**src/hdl/ppti_pkg.sv**
```systemverilog
// Package for the planar pose twist integrator: fixed-point constants
// and the CORDIC arctangent table. No dependencies.
`default_nettype none
package ppti_pkg;
    localparam int CordicSteps = 16;
    localparam int CntW = $clog2(CordicSteps + 1);
    localparam logic signed [16:0] PiQ = 17'sd25736;
    localparam logic signed [16:0] TwoPiQ = 17'sd51472;
    localparam logic signed [33:0] Pi30 = 34'sd3373259426;
    localparam logic signed [33:0] HalfPi30 = 34'sd1686629713;
    localparam logic signed [33:0] CordicK30 = 34'sd652032874;

    function automatic logic signed [33:0] atan30(input logic [4:0] i);
        logic signed [33:0] r;
        unique case (i)
            5'd0: r = 34'sd843314856;
            5'd1: r = 34'sd497837829;
            5'd2: r = 34'sd263043836;
            5'd3: r = 34'sd133525158;
            5'd4: r = 34'sd67021686;
            5'd5: r = 34'sd33543515;
            5'd6: r = 34'sd16775850;
            5'd7: r = 34'sd8388437;
            5'd8: r = 34'sd4194282;
            5'd9: r = 34'sd2097149;
            5'd10: r = 34'sd1048575;
            5'd11: r = 34'sd524287;
            5'd12: r = 34'sd262143;
            5'd13: r = 34'sd131071;
            5'd14: r = 34'sd65535;
            5'd15: r = 34'sd32767;
            5'd16: r = 34'sd16383;
            5'd17: r = 34'sd8191;
            5'd18: r = 34'sd4095;
            5'd19: r = 34'sd2047;
            5'd20: r = 34'sd1023;
            5'd21: r = 34'sd511;
            5'd22: r = 34'sd255;
            5'd23: r = 34'sd127;
            default: r = 34'sd0;
        endcase
        return r;
    endfunction
endpackage
`default_nettype wire

```
**src/hdl/planar_pose_twist_integrator.sv**
```systemverilog
// Top level of the planar pose twist integrator: stream ports, sequencer and pose state.
// Depends on ppti_pkg, ppti_divider, ppti_cordic and ppti_dot.
`default_nettype none
// Integrates one body twist per item onto the stored planar pose and returns
// the new pose. One item is in work at a time. A turning item makes two
// 46-step serial divisions for the turn centre, two 16-step CORDIC passes and
// four 9-digit serial dot products, all on single shared units, then wraps the
// heading and loads the result. An item with zero turn skips the divisions,
// the first CORDIC pass and its two dot products. The result waits in an
// output register while the next item is taken, and a new result that finds
// that register still full stalls the block. Reset clears the pose to zero.
module planar_pose_twist_integrator (
    input  wire logic        aclk,
    input  wire logic        aresetn,
    input  wire logic        s_tvalid,
    output logic             s_tready,
    input  wire logic [79:0] s_tdata,  // turn_step[15:0], fwd_step[31:0], side_step[31:0]
    output logic             m_tvalid,
    input  wire logic        m_tready,
    output logic [87:0]      m_tdata   // pose_x[31:0], pose_y, pose_heading[15:0], saturated
);
    import ppti_pkg::*;

    typedef enum logic [11:0] {
        ST_IDLE = 12'b000000000001,
        ST_DIVX = 12'b000000000010,
        ST_DIVY = 12'b000000000100,
        ST_CORW = 12'b000000001000,
        ST_DW1  = 12'b000000010000,
        ST_DW2  = 12'b000000100000,
        ST_CORH = 12'b000001000000,
        ST_DH1  = 12'b000010000000,
        ST_DH2  = 12'b000100000000,
        ST_HOLD = 12'b001000000000,
        ST_WAIT = 12'b010000000000,
        ST_FIN  = 12'b100000000000
    } state_t;

    state_t state_reg, state_next;
    logic signed [15:0] w_reg, w_next;
    logic signed [31:0] vx_reg, vx_next, vy_reg, vy_next;
    logic signed [31:0] px_reg, px_next, py_reg, py_next;
    logic signed [15:0] hd_reg, hd_next;
    logic signed [31:0] cx_reg, cx_next, cy_reg, cy_next;
    logic signed [35:0] dx_reg, dx_next, dy_reg, dy_next;
    logic signed [33:0] co_reg, co_next, si_reg, si_next;
    logic               sat_reg, sat_next, wz_reg, wz_next;
    logic               ov_reg, ov_next;
    logic [87:0]        out_reg, out_next;
    logic               ov_vld_reg, ov_vld_next;

    logic               div_start, div_done, cor_start, cor_done, dot_start, dot_done;
    logic signed [45:0] div_dvd;
    logic signed [46:0] div_q;
    logic signed [33:0] cor_ang, cor_cos, cor_sin;
    logic signed [33:0] dot_a, dot_b;
    logic signed [35:0] dot_u, dot_v;
    logic signed [37:0] dot_r;
    logic signed [31:0] sat_q;
    logic               q_ovf;
    logic signed [38:0] pos_sum;
    logic signed [31:0] pos_sat;
    logic               pos_ovf;
    logic signed [16:0] hsum, hwrap;

    ppti_divider u_div (
        .aclk(aclk), .aresetn(aresetn), .start(div_start), .dividend(div_dvd),
        .divisor(w_reg), .done(div_done), .quotient(div_q)
    );
    ppti_cordic u_cor (
        .aclk(aclk), .aresetn(aresetn), .start(cor_start), .angle(cor_ang),
        .done(cor_done), .cos_out(cor_cos), .sin_out(cor_sin)
    );
    ppti_dot u_dot (
        .aclk(aclk), .aresetn(aresetn), .start(dot_start), .coef_a(dot_a),
        .vec_u(dot_u), .coef_b(dot_b), .vec_v(dot_v), .done(dot_done), .result(dot_r)
    );

    // Saturation of the centre offset and of the new position.
    always_comb begin
        q_ovf = (div_q > 47'sd2147483647) || (div_q < -47'sd2147483648);
        sat_q = (div_q > 47'sd2147483647) ? 32'sh7fffffff :
                (div_q < -47'sd2147483648) ? 32'sh80000000 : div_q[31:0];
        pos_sum = (state_reg == ST_DH1) ? 39'(px_reg) + 39'(dot_r) : 39'(py_reg) + 39'(dot_r);
        pos_ovf = (pos_sum > 39'sd2147483647) || (pos_sum < -39'sd2147483648);
        pos_sat = (pos_sum > 39'sd2147483647) ? 32'sh7fffffff :
                  (pos_sum < -39'sd2147483648) ? 32'sh80000000 : pos_sum[31:0];
        // Heading sum lies within one turn of the range.
        hsum = 17'(hd_reg) + 17'(w_reg);
        if (hsum > PiQ) hwrap = hsum - TwoPiQ;
        else if (hsum <= -PiQ) hwrap = hsum + TwoPiQ;
        else hwrap = hsum;
    end

    // Sequencer over the shared divider, CORDIC and dot-product units.
    always_comb begin
        state_next = state_reg;
        w_next = w_reg; vx_next = vx_reg; vy_next = vy_reg;
        px_next = px_reg; py_next = py_reg; hd_next = hd_reg;
        cx_next = cx_reg; cy_next = cy_reg; dx_next = dx_reg; dy_next = dy_reg;
        co_next = co_reg; si_next = si_reg; sat_next = sat_reg; wz_next = wz_reg;
        ov_next = ov_reg;
        out_next = out_reg;
        ov_vld_next = ov_vld_reg;
        div_start = 1'b0; cor_start = 1'b0; dot_start = 1'b0;
        div_dvd = (state_reg == ST_DIVX) ? 46'(vy_reg) <<< 13 : -(46'(vx_reg) <<< 13);
        cor_ang = (state_reg == ST_CORH || state_reg == ST_DW2 || state_reg == ST_IDLE) ?
                  34'(hd_reg) <<< 17 : 34'(w_reg) <<< 17;
        dot_u = dx_reg; dot_v = dy_reg;
        if (state_reg == ST_DW1 || state_reg == ST_DH1) begin
            dot_a = co_reg; dot_b = -si_reg;
        end else begin
            dot_a = si_reg; dot_b = co_reg;
        end
        if (state_reg == ST_DW1 || state_reg == ST_DW2) begin
            dot_u = 36'(cx_reg); dot_v = 36'(cy_reg);
        end
        if (m_tready) ov_vld_next = 1'b0;
        unique case (state_reg)
            ST_IDLE: begin
                if (s_tvalid) begin
                    w_next = s_tdata[15:0];
                    vx_next = s_tdata[47:16];
                    vy_next = s_tdata[79:48];
                    sat_next = 1'b0;
                    wz_next = (s_tdata[15:0] == 16'd0);
                    dx_next = 36'($signed(s_tdata[47:16]));
                    dy_next = 36'($signed(s_tdata[79:48]));
                    if (s_tdata[15:0] == 16'd0) begin
                        cor_start = 1'b1;
                        state_next = ST_CORH;
                    end else begin
                        state_next = ST_DIVX;
                    end
                end
            end
            ST_DIVX: begin
                if (!ov_reg) begin
                    div_start = 1'b1;
                    ov_next = 1'b1;
                end else if (div_done) begin
                    cx_next = sat_q;
                    sat_next = sat_reg | q_ovf;
                    ov_next = 1'b0;
                    state_next = ST_DIVY;
                end
            end
            ST_DIVY: begin
                if (!ov_reg) begin
                    div_start = 1'b1;
                    ov_next = 1'b1;
                end else if (div_done) begin
                    cy_next = sat_q;
                    sat_next = sat_reg | q_ovf;
                    ov_next = 1'b0;
                    cor_start = 1'b1;
                    state_next = ST_CORW;
                end
            end
            ST_CORW: begin
                if (cor_done) begin
                    co_next = cor_cos; si_next = cor_sin;
                    state_next = ST_DW1;
                end
            end
            ST_DW1: begin
                if (!ov_reg) begin
                    dot_start = 1'b1; ov_next = 1'b1;
                end else if (dot_done) begin
                    dx_next = 36'(dot_r - 38'(cx_reg));
                    ov_next = 1'b0;
                    state_next = ST_DW2;
                end
            end
            ST_DW2: begin
                if (!ov_reg) begin
                    dot_start = 1'b1; ov_next = 1'b1;
                end else if (dot_done) begin
                    dy_next = 36'(dot_r - 38'(cy_reg));
                    ov_next = 1'b0;
                    cor_start = 1'b1;
                    state_next = ST_CORH;
                end
            end
            ST_CORH: begin
                if (cor_done) begin
                    co_next = cor_cos; si_next = cor_sin;
                    state_next = ST_DH1;
                end
            end
            ST_DH1: begin
                if (!ov_reg) begin
                    dot_start = 1'b1; ov_next = 1'b1;
                end else if (dot_done) begin
                    px_next = pos_sat;
                    sat_next = sat_reg | pos_ovf;
                    ov_next = 1'b0;
                    state_next = ST_DH2;
                end
            end
            ST_DH2: begin
                if (!ov_reg) begin
                    dot_start = 1'b1; ov_next = 1'b1;
                end else if (dot_done) begin
                    py_next = pos_sat;
                    sat_next = sat_reg | pos_ovf;
                    ov_next = 1'b0;
                    state_next = ST_FIN;
                end
            end
            ST_FIN: begin
                hd_next = hwrap[15:0];
                state_next = ST_HOLD;
            end
            ST_HOLD: begin
                if (!ov_vld_reg || m_tready) begin
                    out_next = {7'd0, sat_reg, hd_reg, py_reg, px_reg};
                    ov_vld_next = 1'b1;
                    state_next = ST_WAIT;
                end
            end
            ST_WAIT: state_next = ST_IDLE;
            default: state_next = ST_IDLE;
        endcase
    end

    always_ff @(posedge aclk) begin
        if (!aresetn) begin
            state_reg <= ST_IDLE;
            px_reg <= '0; py_reg <= '0; hd_reg <= '0;
            ov_reg <= 1'b0; ov_vld_reg <= 1'b0;
        end else begin
            state_reg <= state_next;
            px_reg <= px_next; py_reg <= py_next; hd_reg <= hd_next;
            ov_reg <= ov_next; ov_vld_reg <= ov_vld_next;
        end
        w_reg <= w_next; vx_reg <= vx_next; vy_reg <= vy_next;
        cx_reg <= cx_next; cy_reg <= cy_next; dx_reg <= dx_next; dy_reg <= dy_next;
        co_reg <= co_next; si_reg <= si_next; sat_reg <= sat_next; wz_reg <= wz_next;
        out_reg <= out_next;
    end

    assign s_tready = (state_reg == ST_IDLE) && !wz_reg | (state_reg == ST_IDLE);
    assign m_tvalid = ov_vld_reg;
    assign m_tdata = out_reg;
endmodule
`default_nettype wire

```
**src/hdl/ppti_divider.sv**
```systemverilog
// Radix-2 restoring divider: one quotient bit per cycle, truncates toward zero.
// Depends on ppti_pkg.
`default_nettype none
module ppti_divider (
    input  wire logic                aclk,
    input  wire logic                aresetn,
    input  wire logic                start,
    input  wire logic signed [45:0]  dividend,
    input  wire logic signed [15:0]  divisor,
    output logic                     done,
    output logic signed [46:0]       quotient
);
    import ppti_pkg::*;

    logic [45:0] q_reg, q_next;
    logic [16:0] r_reg, r_next;
    logic [15:0] d_reg, d_next;
    logic        neg_reg, neg_next;
    logic [5:0]  cnt_reg, cnt_next;
    logic        busy_reg, busy_next;
    logic        done_reg, done_next;
    logic [17:0] trial;
    logic [45:0] mag_n;

    // Magnitudes are taken once, then one bit is shifted in per cycle.
    always_comb begin
        q_next = q_reg;
        r_next = r_reg;
        d_next = d_reg;
        neg_next = neg_reg;
        cnt_next = cnt_reg;
        busy_next = busy_reg;
        done_next = 1'b0;
        mag_n = dividend[45] ? 46'(-dividend) : 46'(dividend);
        trial = {r_reg, q_reg[45]} - {2'b00, d_reg};
        if (start) begin
            q_next = mag_n;
            r_next = '0;
            d_next = divisor[15] ? 16'(-divisor) : 16'(divisor);
            neg_next = dividend[45] ^ divisor[15];
            cnt_next = 6'd46;
            busy_next = 1'b1;
        end else if (busy_reg) begin
            if (!trial[17]) begin
                r_next = trial[16:0];
                q_next = {q_reg[44:0], 1'b1};
            end else begin
                r_next = {r_reg[15:0], q_reg[45]};
                q_next = {q_reg[44:0], 1'b0};
            end
            cnt_next = cnt_reg - 6'd1;
            if (cnt_reg == 6'd1) begin
                busy_next = 1'b0;
                done_next = 1'b1;
            end
        end
    end

    always_ff @(posedge aclk) begin
        if (!aresetn) begin
            busy_reg <= 1'b0;
            done_reg <= 1'b0;
            cnt_reg <= '0;
        end else begin
            busy_reg <= busy_next;
            done_reg <= done_next;
            cnt_reg <= cnt_next;
        end
        q_reg <= q_next;
        r_reg <= r_next;
        d_reg <= d_next;
        neg_reg <= neg_next;
    end

    assign done = done_reg;
    assign quotient = neg_reg ? -$signed({1'b0, q_reg}) : $signed({1'b0, q_reg});
endmodule
`default_nettype wire

```
**src/hdl/ppti_cordic.sv**
```systemverilog
// Rotation-mode CORDIC, one micro-rotation per cycle, giving cos and sin in Q4.30.
// Depends on ppti_pkg.
`default_nettype none
module ppti_cordic (
    input  wire logic               aclk,
    input  wire logic               aresetn,
    input  wire logic               start,
    input  wire logic signed [33:0] angle,
    output logic                    done,
    output logic signed [33:0]      cos_out,
    output logic signed [33:0]      sin_out
);
    import ppti_pkg::*;

    logic signed [33:0] x_reg, x_next, y_reg, y_next, z_reg, z_next;
    logic               neg_reg, neg_next;
    logic [CntW-1:0]    i_reg, i_next;
    logic               busy_reg, busy_next, done_reg, done_next;
    logic signed [33:0] xs, ys;

    // Half-turn fold on start, then one shift-add step per cycle.
    always_comb begin
        x_next = x_reg;
        y_next = y_reg;
        z_next = z_reg;
        neg_next = neg_reg;
        i_next = i_reg;
        busy_next = busy_reg;
        done_next = 1'b0;
        xs = x_reg >>> i_reg;
        ys = y_reg >>> i_reg;
        if (start) begin
            x_next = CordicK30;
            y_next = '0;
            i_next = '0;
            busy_next = 1'b1;
            if (angle > HalfPi30) begin
                z_next = angle - Pi30;
                neg_next = 1'b1;
            end else if (angle < -HalfPi30) begin
                z_next = angle + Pi30;
                neg_next = 1'b1;
            end else begin
                z_next = angle;
                neg_next = 1'b0;
            end
        end else if (busy_reg) begin
            if (!z_reg[33]) begin
                x_next = x_reg - ys;
                y_next = y_reg + xs;
                z_next = z_reg - atan30(5'(i_reg));
            end else begin
                x_next = x_reg + ys;
                y_next = y_reg - xs;
                z_next = z_reg + atan30(5'(i_reg));
            end
            i_next = i_reg + 1'b1;
            if (i_reg == CntW'(CordicSteps - 1)) begin
                busy_next = 1'b0;
                done_next = 1'b1;
            end
        end
    end

    always_ff @(posedge aclk) begin
        if (!aresetn) begin
            busy_reg <= 1'b0;
            done_reg <= 1'b0;
            i_reg <= '0;
        end else begin
            busy_reg <= busy_next;
            done_reg <= done_next;
            i_reg <= i_next;
        end
        x_reg <= x_next;
        y_reg <= y_next;
        z_reg <= z_next;
        neg_reg <= neg_next;
    end

    assign done = done_reg;
    assign cos_out = neg_reg ? -x_reg : x_reg;
    assign sin_out = neg_reg ? -y_reg : y_reg;
endmodule
`default_nettype wire

```
**src/hdl/ppti_dot.sv**
```systemverilog
// Serial dot product round((a*u + b*v) / 2^30), four-bit digits of u and v per cycle.
// Depends on ppti_pkg.
`default_nettype none
module ppti_dot (
    input  wire logic               aclk,
    input  wire logic               aresetn,
    input  wire logic               start,
    input  wire logic signed [33:0] coef_a,
    input  wire logic signed [35:0] vec_u,
    input  wire logic signed [33:0] coef_b,
    input  wire logic signed [35:0] vec_v,
    output logic                    done,
    output logic signed [37:0]      result
);
    import ppti_pkg::*;

    // Accumulate a*u + b*v LSB-digit first; the low bits retire into a shift reg.
    logic signed [33:0] a_reg, a_next, b_reg, b_next;
    logic [35:0]        u_reg, u_next, v_reg, v_next;
    logic signed [39:0] acc_reg, acc_next;
    logic [35:0]        low_reg, low_next;
    logic [3:0]         cnt_reg, cnt_next;
    logic               busy_reg, busy_next, done_reg, done_next;
    logic signed [4:0]  du, dv;
    logic signed [39:0] sum;
    logic signed [75:0] full;

    always_comb begin
        a_next = a_reg;
        b_next = b_reg;
        u_next = u_reg;
        v_next = v_reg;
        acc_next = acc_reg;
        low_next = low_reg;
        cnt_next = cnt_reg;
        busy_next = busy_reg;
        done_next = 1'b0;
        // Top digit is signed, lower digits unsigned.
        du = (cnt_reg == 4'd8) ? $signed({u_reg[3], u_reg[3:0]}) : $signed({1'b0, u_reg[3:0]});
        dv = (cnt_reg == 4'd8) ? $signed({v_reg[3], v_reg[3:0]}) : $signed({1'b0, v_reg[3:0]});
        sum = acc_reg + 40'(a_reg * du) + 40'(b_reg * dv);
        if (start) begin
            a_next = coef_a;
            b_next = coef_b;
            u_next = vec_u;
            v_next = vec_v;
            acc_next = '0;
            cnt_next = '0;
            busy_next = 1'b1;
        end else if (busy_reg) begin
            u_next = {4'b0, u_reg[35:4]};
            v_next = {4'b0, v_reg[35:4]};
            low_next = {sum[3:0], low_reg[35:4]};
            acc_next = sum >>> 4;
            cnt_next = cnt_reg + 4'd1;
            if (cnt_reg == 4'd8) begin
                busy_next = 1'b0;
                done_next = 1'b1;
            end
        end
    end

    always_ff @(posedge aclk) begin
        if (!aresetn) begin
            busy_reg <= 1'b0;
            done_reg <= 1'b0;
            cnt_reg <= '0;
        end else begin
            busy_reg <= busy_next;
            done_reg <= done_next;
            cnt_reg <= cnt_next;
        end
        a_reg <= a_next;
        b_reg <= b_next;
        u_reg <= u_next;
        v_reg <= v_next;
        acc_reg <= acc_next;
        low_reg <= low_next;
    end

    // Add half an LSB of the result, then drop 30 fraction bits.
    assign full = {acc_reg, low_reg} + 76'sd536870912;
    assign result = full[67:30];
    assign done = done_reg;
endmodule
`default_nettype wire
```
**config.mk**
```make
export PLATFORM = sky130hd
export DESIGN_NAME = planar_pose_twist_integrator
export DESIGN_NICKNAME = d
export VERILOG_FILES = /design/src/hdl/ppti_pkg.sv /design/src/hdl/planar_pose_twist_integrator.sv /design/src/hdl/ppti_divider.sv /design/src/hdl/ppti_cordic.sv /design/src/hdl/ppti_dot.sv
export SDC_FILE = /design/constraint.sdc
export NUM_CORES = 2
export LEC_CHECK = 0
export BUFFER_PORTS_ARGS = -buffer_cell sky130_fd_sc_hd__buf_2
export CAP_MARGIN = 25
export CORE_ASPECT_RATIO = 0.8
export CORE_MARGIN = 1.5
export CORE_UTILIZATION = 50
export CTS_CLUSTER_DIAMETER = 80
export DETAILED_ROUTE_END_ITERATION = 10
export PLACE_DENSITY = 0.66
export SLEW_MARGIN = 5
export SYNTH_ARGS = -nofsm -noshare
export SYNTH_HDL_FRONTEND = slang
export SYNTH_SLANG_ARGS = --single-unit
```
**constraint.sdc**
```tcl
create_clock -name aclk -period 10.5 [get_ports aclk]
set_input_delay 0.525 -clock aclk [delete_from_list [all_inputs] [get_ports aclk]]
set_output_delay 0.525 -clock aclk [all_outputs]
set_load 0.005 [all_outputs]
```
* Word level (Yosys, flattened, before mapping)
Memories as Yosys holds them, arrays and structs flattened. A register that Yosys moved wholly into a read port is not among the register bits.
Cells that the tools add are included.
Widths: inputs -> output; s select.
** Word-level totals
- Memory bits (read-only) :: 1920
- RAM bits :: 0
- Output and inout bits :: 90
- Word-level logic and storage cells :: 279
- Latch bits :: 0
- Input bits :: 84
- Memories :: 2
- Bits in registers :: 877
** Cells by class
- Equality and inequality tests :: 34
- Divide/modulo/power cells :: 0
- Bitwise operators :: 9
- Add/sub/neg operators :: 29
- Mux-type cells :: 110
- $mul :: 2
- Shift operators :: 2
- Order comparisons :: 8
- Reduce and logical (&&, ||, !) cells :: 40
** Memory list
- (no name shown) :: depth 32, bits a word 30, rd ports 1, clocked after memory_dff 1, wr ports 0, RTL line ppti_pkg.sv:15 : unique case (i)
- (no name shown) :: depth 32, bits a word 30, rd ports 1, clocked after memory_dff 1, wr ports 0, RTL line ppti_pkg.sv:15
** Operator list (count)
- $mux 34 :: 18
- $mux 36 :: 12
- $mux 12 :: 16
- $mux 46 :: 4
- $pmux 36 s2 :: 2
- $pmux 12 s11 :: 1
- $mux 32 :: 4
- $add 34x34->34 :: 3
- $neg 34->34 :: 3
- $sub 34x34->34 :: 3
- $add 32x38->39 :: 2
- $mul 34x5->39 :: 2
- $sub 36x32->36 :: 2
- $add 68x31->68 const B :: 1
- $sshr 34x5->34 :: 2
- $gt 47x32->1 const B :: 1
- $lt 47x32->1 const B :: 1
- $mux 47 :: 1
- $neg 46->47 :: 1
- $neg 45->46 :: 1
- $neg 46->46 :: 1
- $add 36x39->40 :: 1
- $add 40x39->40 :: 1
- $gt 39x32->1 const B :: 1
- 58 further kinds :: 150

* Longest topological paths before layout
- Depth after elaboration :: 9
- Gate-level depth with buffers :: 28
- Mapped depth without buffers :: 27

* Cells and area by module
From an unflattened synthesis, not the netlist that was laid out.
** Second synthesis, totals
- Cell total of the unflattened synthesis :: 7722
- Area total of the unflattened synthesis :: 72191.7 um^2
** By module, submodules not included
- planar_pose_twist_integrator :: area an instance 25988.7 um^2, times used 1, cells an instance 2649
- ppti_dot :: area an instance 19972.9 um^2, times used 1, cells an instance 1891
- ppti_cordic :: area an instance 19582.5 um^2, times used 1, cells an instance 2429
- ppti_divider :: area an instance 6647.6 um^2, times used 1, cells an instance 753

* Least setup slack after synthesis
No wires, ideal clock.
- Path kind :: register -> register
- Start point :: reg u_dot.cnt_reg[0]
- End point :: reg u_dot.acc_reg[31]
- Arrival time :: 6593 ps
- Stages on the path, launching flop included :: 27
- Required time :: 10429 ps
- Path slack :: 3836 ps
- Path buffers :: 2
- Cells stage by stage :: dfxtp_1 > inv_1 > ha_1 > and3b_1 > nand2_1 > clkbuf_1 > nor2_1 > fa_1 > fa_1 > fa_1 > fa_1 > inv_1 > fa_1 > inv_1 > ha_1 > clkbuf_1 > a21o_1 > a211oi_1 > a21oi_1 > o311a_1 > nand4_1 > a2111o_1 > a211o_1 > a21boi_0 > nor3_1 > or4_1 > a21oi_1
** Between the ends
- Cells in the longest elaborated chain, start to end :: 5
- Elaborated cells on any way between the ends :: 7
- Those cells by class :: 2 x add/sub; 2 x mul; 1 x eq/ne; 2 x mux
** Ends and longest elaborated chain
- from (decl) :: RTL line ppti_dot.sv:22 : logic [3:0] cnt_reg, cnt_next;
- from (signal assigned) :: RTL line ppti_dot.sv:71 : cnt_reg <= cnt_next;
- $eq 4x4->1 * :: RTL line ppti_dot.sv:39, ppti_dot.sv:40
- $mux 5 :: RTL line ppti_dot.sv:39 : du = (cnt_reg == 4'd8) ? $signed({u_reg[3], u_reg[3:0]}) : $signed({1'b0, u_reg[3:0]});
- $mul 34x5->39 :: RTL line ppti_dot.sv:41 : sum = acc_reg + 40'(a_reg * du) + 40'(b_reg * dv);
- $add 36x39->40 :: RTL line ppti_dot.sv:41
- $add 40x39->40 * :: RTL line ppti_dot.sv:41
- to (signal assigned) :: RTL line ppti_dot.sv:77 : acc_reg <= acc_next;
- to (decl) :: RTL line ppti_dot.sv:20 : logic signed [39:0] acc_reg, acc_next;
Every way passes the cells marked *; elsewhere a longest branch is shown, timed or not.
A chain may end at the register's enable or synchronous reset.

* Final worst setup path
- Start point :: reg state_reg[11]
- End point :: reg py_reg[29]
** Between the ends
- Cells in the longest elaborated chain, start to end :: 5
- Elaborated cells on any way between the ends :: 8
- Those cells by class :: 2 x order compare; 2 x eq/ne; 3 x mux; 1 x reduce/logical
** Ends and longest elaborated chain
- from (decl) :: RTL line planar_pose_twist_integrator.sv:39 : state_t state_reg, state_next;
- from (signal assigned) :: RTL line planar_pose_twist_integrator.sv:233 : state_reg <= state_next;
- $eq 12x8->1 :: RTL line planar_pose_twist_integrator.sv:84 : pos_sum = (state_reg == ST_DH1) ? 39'(px_reg) + 39'(dot_r) : 39'(py_reg) + 39'(dot_r);
- $mux 39 :: RTL line planar_pose_twist_integrator.sv:84
- $lt 39x32->1 :: RTL line planar_pose_twist_integrator.sv:87 : (pos_sum < -39'sd2147483648) ? 32'sh80000000 : pos_sum[31:0];
- $mux 32 :: RTL line planar_pose_twist_integrator.sv:87
- $mux 32 :: RTL line planar_pose_twist_integrator.sv:86 : pos_sat = (pos_sum > 39'sd2147483647) ? 32'sh7fffffff :
- to (signal assigned) :: RTL line planar_pose_twist_integrator.sv:234 : px_reg <= px_next; py_reg <= py_next; hd_reg <= hd_next;
- to (decl) :: RTL line planar_pose_twist_integrator.sv:42 : logic signed [31:0] px_reg, px_next, py_reg, py_next;
Parallel ways exist; a longest one is shown, timed or not.

==> summary.txt <==
worst skew pair latency: 0.76 ns
initial antenna violation count: 17
nets@finish: 8463
Non-Filler Instances: 9617
Post-synth EDFFs: 611
Crit path largest cell delay: 1.13 ns
Top Ports: 174
largest net degree at the start of global routing: 103
maxcap violations: 0
worst-margin pin slew: 1.131 ns
Leak: 32.34 nW
Initial Util: 50.63%
Crit Reg-Reg Startpoint: state_reg[11]
GR Layer Usage met3: 5.564%
Register Area: 23690 um^2
Finished Core Util: 55.48%
TritonCTS buffer count: 97
R2R depth: 16
post-synthesis instance total: 7588
final worst slack: 2.454 ns
CP startpoint kind: register
WP data required: 11.12 ns
Ys Warns: 0
GR Util All Layers: 29.45%
post-synthesis register bit count: 877
row count: 123
worst-path maximum fanout: 35
share of the synthesized area in the top cell type: 25.62%
pre-CTS WS: 2.720 ns
Post CTS Setup Buffer Count: 0
core box area: 141400 um^2
Worst path depth: 16
Crit-path slowest cell: or4b_2
crit-path cells: or4_1 -> or3_1 -> or4b_2 -> mux2_2 -> ha_1 -> fa_1 -> a211oi_1 -> o21ai_0 -> a211oi_1 -> o31ai_1 -> a311oi_1 -> a211oi_1 -> or2_2 -> o31ai_4 -> nand2_2 -> o221a_2
# fillers: 12440
Comb power frac: 51.4%
CTS HTree Levels: 3
R2R Setup Slk: 2.45 ns
unrepaired setup endpoints after global routing: false
fin. max-slew vios: 0
status: completed
crit path capture: py_reg[29]
share of layout cells above drive strength 1: 10.53%
critical path class: reg -> reg
final instance area: 78470 um^2
share of power burned in registers: 28.5%
Layout area overhead: 9.575%
synth top area cells: edfxtp_1 (26%), fa_1 (9.2%), dfxtp_1 (7.4%), ha_1 (6.9%), xnor2_1 (4.3%)
Setup violations, final: 0
via count: 58710
sw power: 8.008 mW
Setup TNS: 0 ns
commonest non-fill, non-tap cells in the layout: nand2_1 (742), edfxtp_1 (611), inv_1 (595), nor2_1 (564), a21oi_1 (485)
DRT antenna net count: 0
CP startpoint: state_reg[11]
vias per inst: 6.105
PD cells: 234.3 nW/um^2
buffers added on ports: 166
Post-CTS Resized: 0
TritonCTS clock tree: done
initial DRC count: 6061
hold_ws: 0.04167 ns
fmax: 0.1243 GHz
met2 Usage GRT: 43.92%
DP Cell Count: 9351
met1 Use GR: 43.51%
wire length per cell: 22.57 um
commonest non-fill, non-tap cell in the layout: nand2_1
max FFs per register: 81
Yosys top cell by area: edfxtp_1
sequential area share after synthesis: 33.06%
maximum vdd drop: 162.9 uV
Async SR Flop Fraction: 0%
placed cell area: 74100 um^2
Routed WL: 217000 um
buffers plus inverters on the worst setup path: 0
Sw Share: 43.56%
Hold/Removal Path Class: in -> reg
GR peak layer: met2
clock tree buffer depth: 3
Clock Skew: 0.04029 ns
Routability Congestion: 0.9831
Slew headroom: 24.36%
placed wire-length estimate: 165100 um
clk sink count: 877
die width: 426.1 um
Top Family by Delay on Critical Path: simple AND/OR/NAND/NOR gates
root buffer cell: clkbuf_16
period utilisation layout: 76.63%
grt ovf: 0
die height: 341.5 um
vias in the first global route: 56300
Data arrival, critical path: 8.67 ns
Int Power: 10.38 mW
Yosys cell types: 118
Worst-path clk slew: 0.06 ns
First-pass DRT Iterations: 7
area of the multi-input gates: 44220 um^2
minimum clock period: 8.046 ns
syn_area_per_cell: 9.437 um^2
DR DRC count: 0
final hold vios: 0
R2R Path End: py_reg[29]
clock share of power: 20.1%
Main synth FF type: edfxtp_1
first-pass GRT wire length: 333900 um
Crit path top cell by count: a211oi_1
Total Power: 18.39 mW
Mapped Area: 71610 um^2
Die ar.: 145500 um^2
Critical Path End Type: register
==> cell type report <==
type | instances | share of cell area (%)
Antenna cell | 2 | 0.006378
Clock buffer | 110 | 3.234
Clock inverter | 72 | 1.111
Inverter | 603 | 2.891
Multi-Input combinational cell | 5735 | 56.35
Sequential cell | 877 | 30.19
Tap cell | 1875 | 2.990
Timing Repair Buffer | 343 | 3.224
==> layer usage <==
metal | wire length (um) | vias up | share of wire (%)
li1 | - | 27210 | -
met1 | 97710 | 28710 | 45
met3 | 19940 | 346 | 9.2
met4 | 6250 | 0 | 2.9
met2 | 93120 | 2440 | 43
met5 | 0 | - | 0
==> power groups by stage <==
stage               clock network (mW)  logic (mW)  registers (mW)
floorplan                            0        7.21            4.74
global placement                     0        9.12            5.25
detailed placement                   0        9.24            5.27
CTS                               3.77        9.33            5.20
global route                      3.89        10.5            5.29
finish                            3.70        9.44            5.25
==> logic make-up after synthesis <==
kind of cell             Yosys count  share of synthesized area (%)
adder cells (fa/ha/maj)          722                          16.05
AND/OR/NAND/NOR                 2254                          15.15
buffers and inverters            982                          5.425
AO/OA/AOI/OAI                   1775                          16.14
multiplexers                     402                          7.136
flip-flops                       877                          33.06
other                              1                       0.005237
XOR/XNOR                         575                          7.033
==> cell usage after synthesis (28+ instances only) <==
master / number
nor3_1: 118
clkbuf_1: 290
mux2i_1: 206
o31ai_1: 66
xnor2_1: 354
or3_1: 71
o21a_1: 65
buf_1: 34
nor4_1: 54
o21bai_1: 40
inv_1: 597
or4_1: 44
a21o_1: 133
nand2_1: 745
buf_2: 28
mux2_2: 118
nor2_1: 572
a31oi_1: 61
o22ai_1: 32
a21oi_1: 488
and2_1: 190
edfxtp_1: 611
mux4_2: 71
dfxtp_1: 266
o221a_2: 57
xor2_1: 221
and3_1: 48
or2_2: 52
ha_1: 394
fa_1: 328
o211ai_1: 46
a211oi_1: 63
nand2b_1: 60
nand3_1: 122
o21ai_0: 427
nand4_1: 48
==> worst min-delay path by stage <==
| stage | from | to | slack (ns) | depth (start not counted) |
|---|---|---|---|---|
| after floorplan | py_reg[24] | m_tdata[56] | 0.42 | 0 |
| after global placement | px_reg[27] | m_tdata[27] | 0.46 | 0 |
| after detailed placement | py_reg[27] | m_tdata[59] | 0.45 | 0 |
| after CTS | s_tdata[75] | vy_reg[27] | 0.003 | 1 |
| after global routing | s_tdata[73] | vy_reg[25] | 0.002 | 1 |
| final | s_tdata[62] | vy_reg[14] | 0.04 | 1 |
==> what timing repair did <==
action                                 CTS  global route
setup endpoints to repair                0             0
hold buffers                            72             1
endpoints found under the hold margin   72             1
Power figures use the tool's default switching activity.
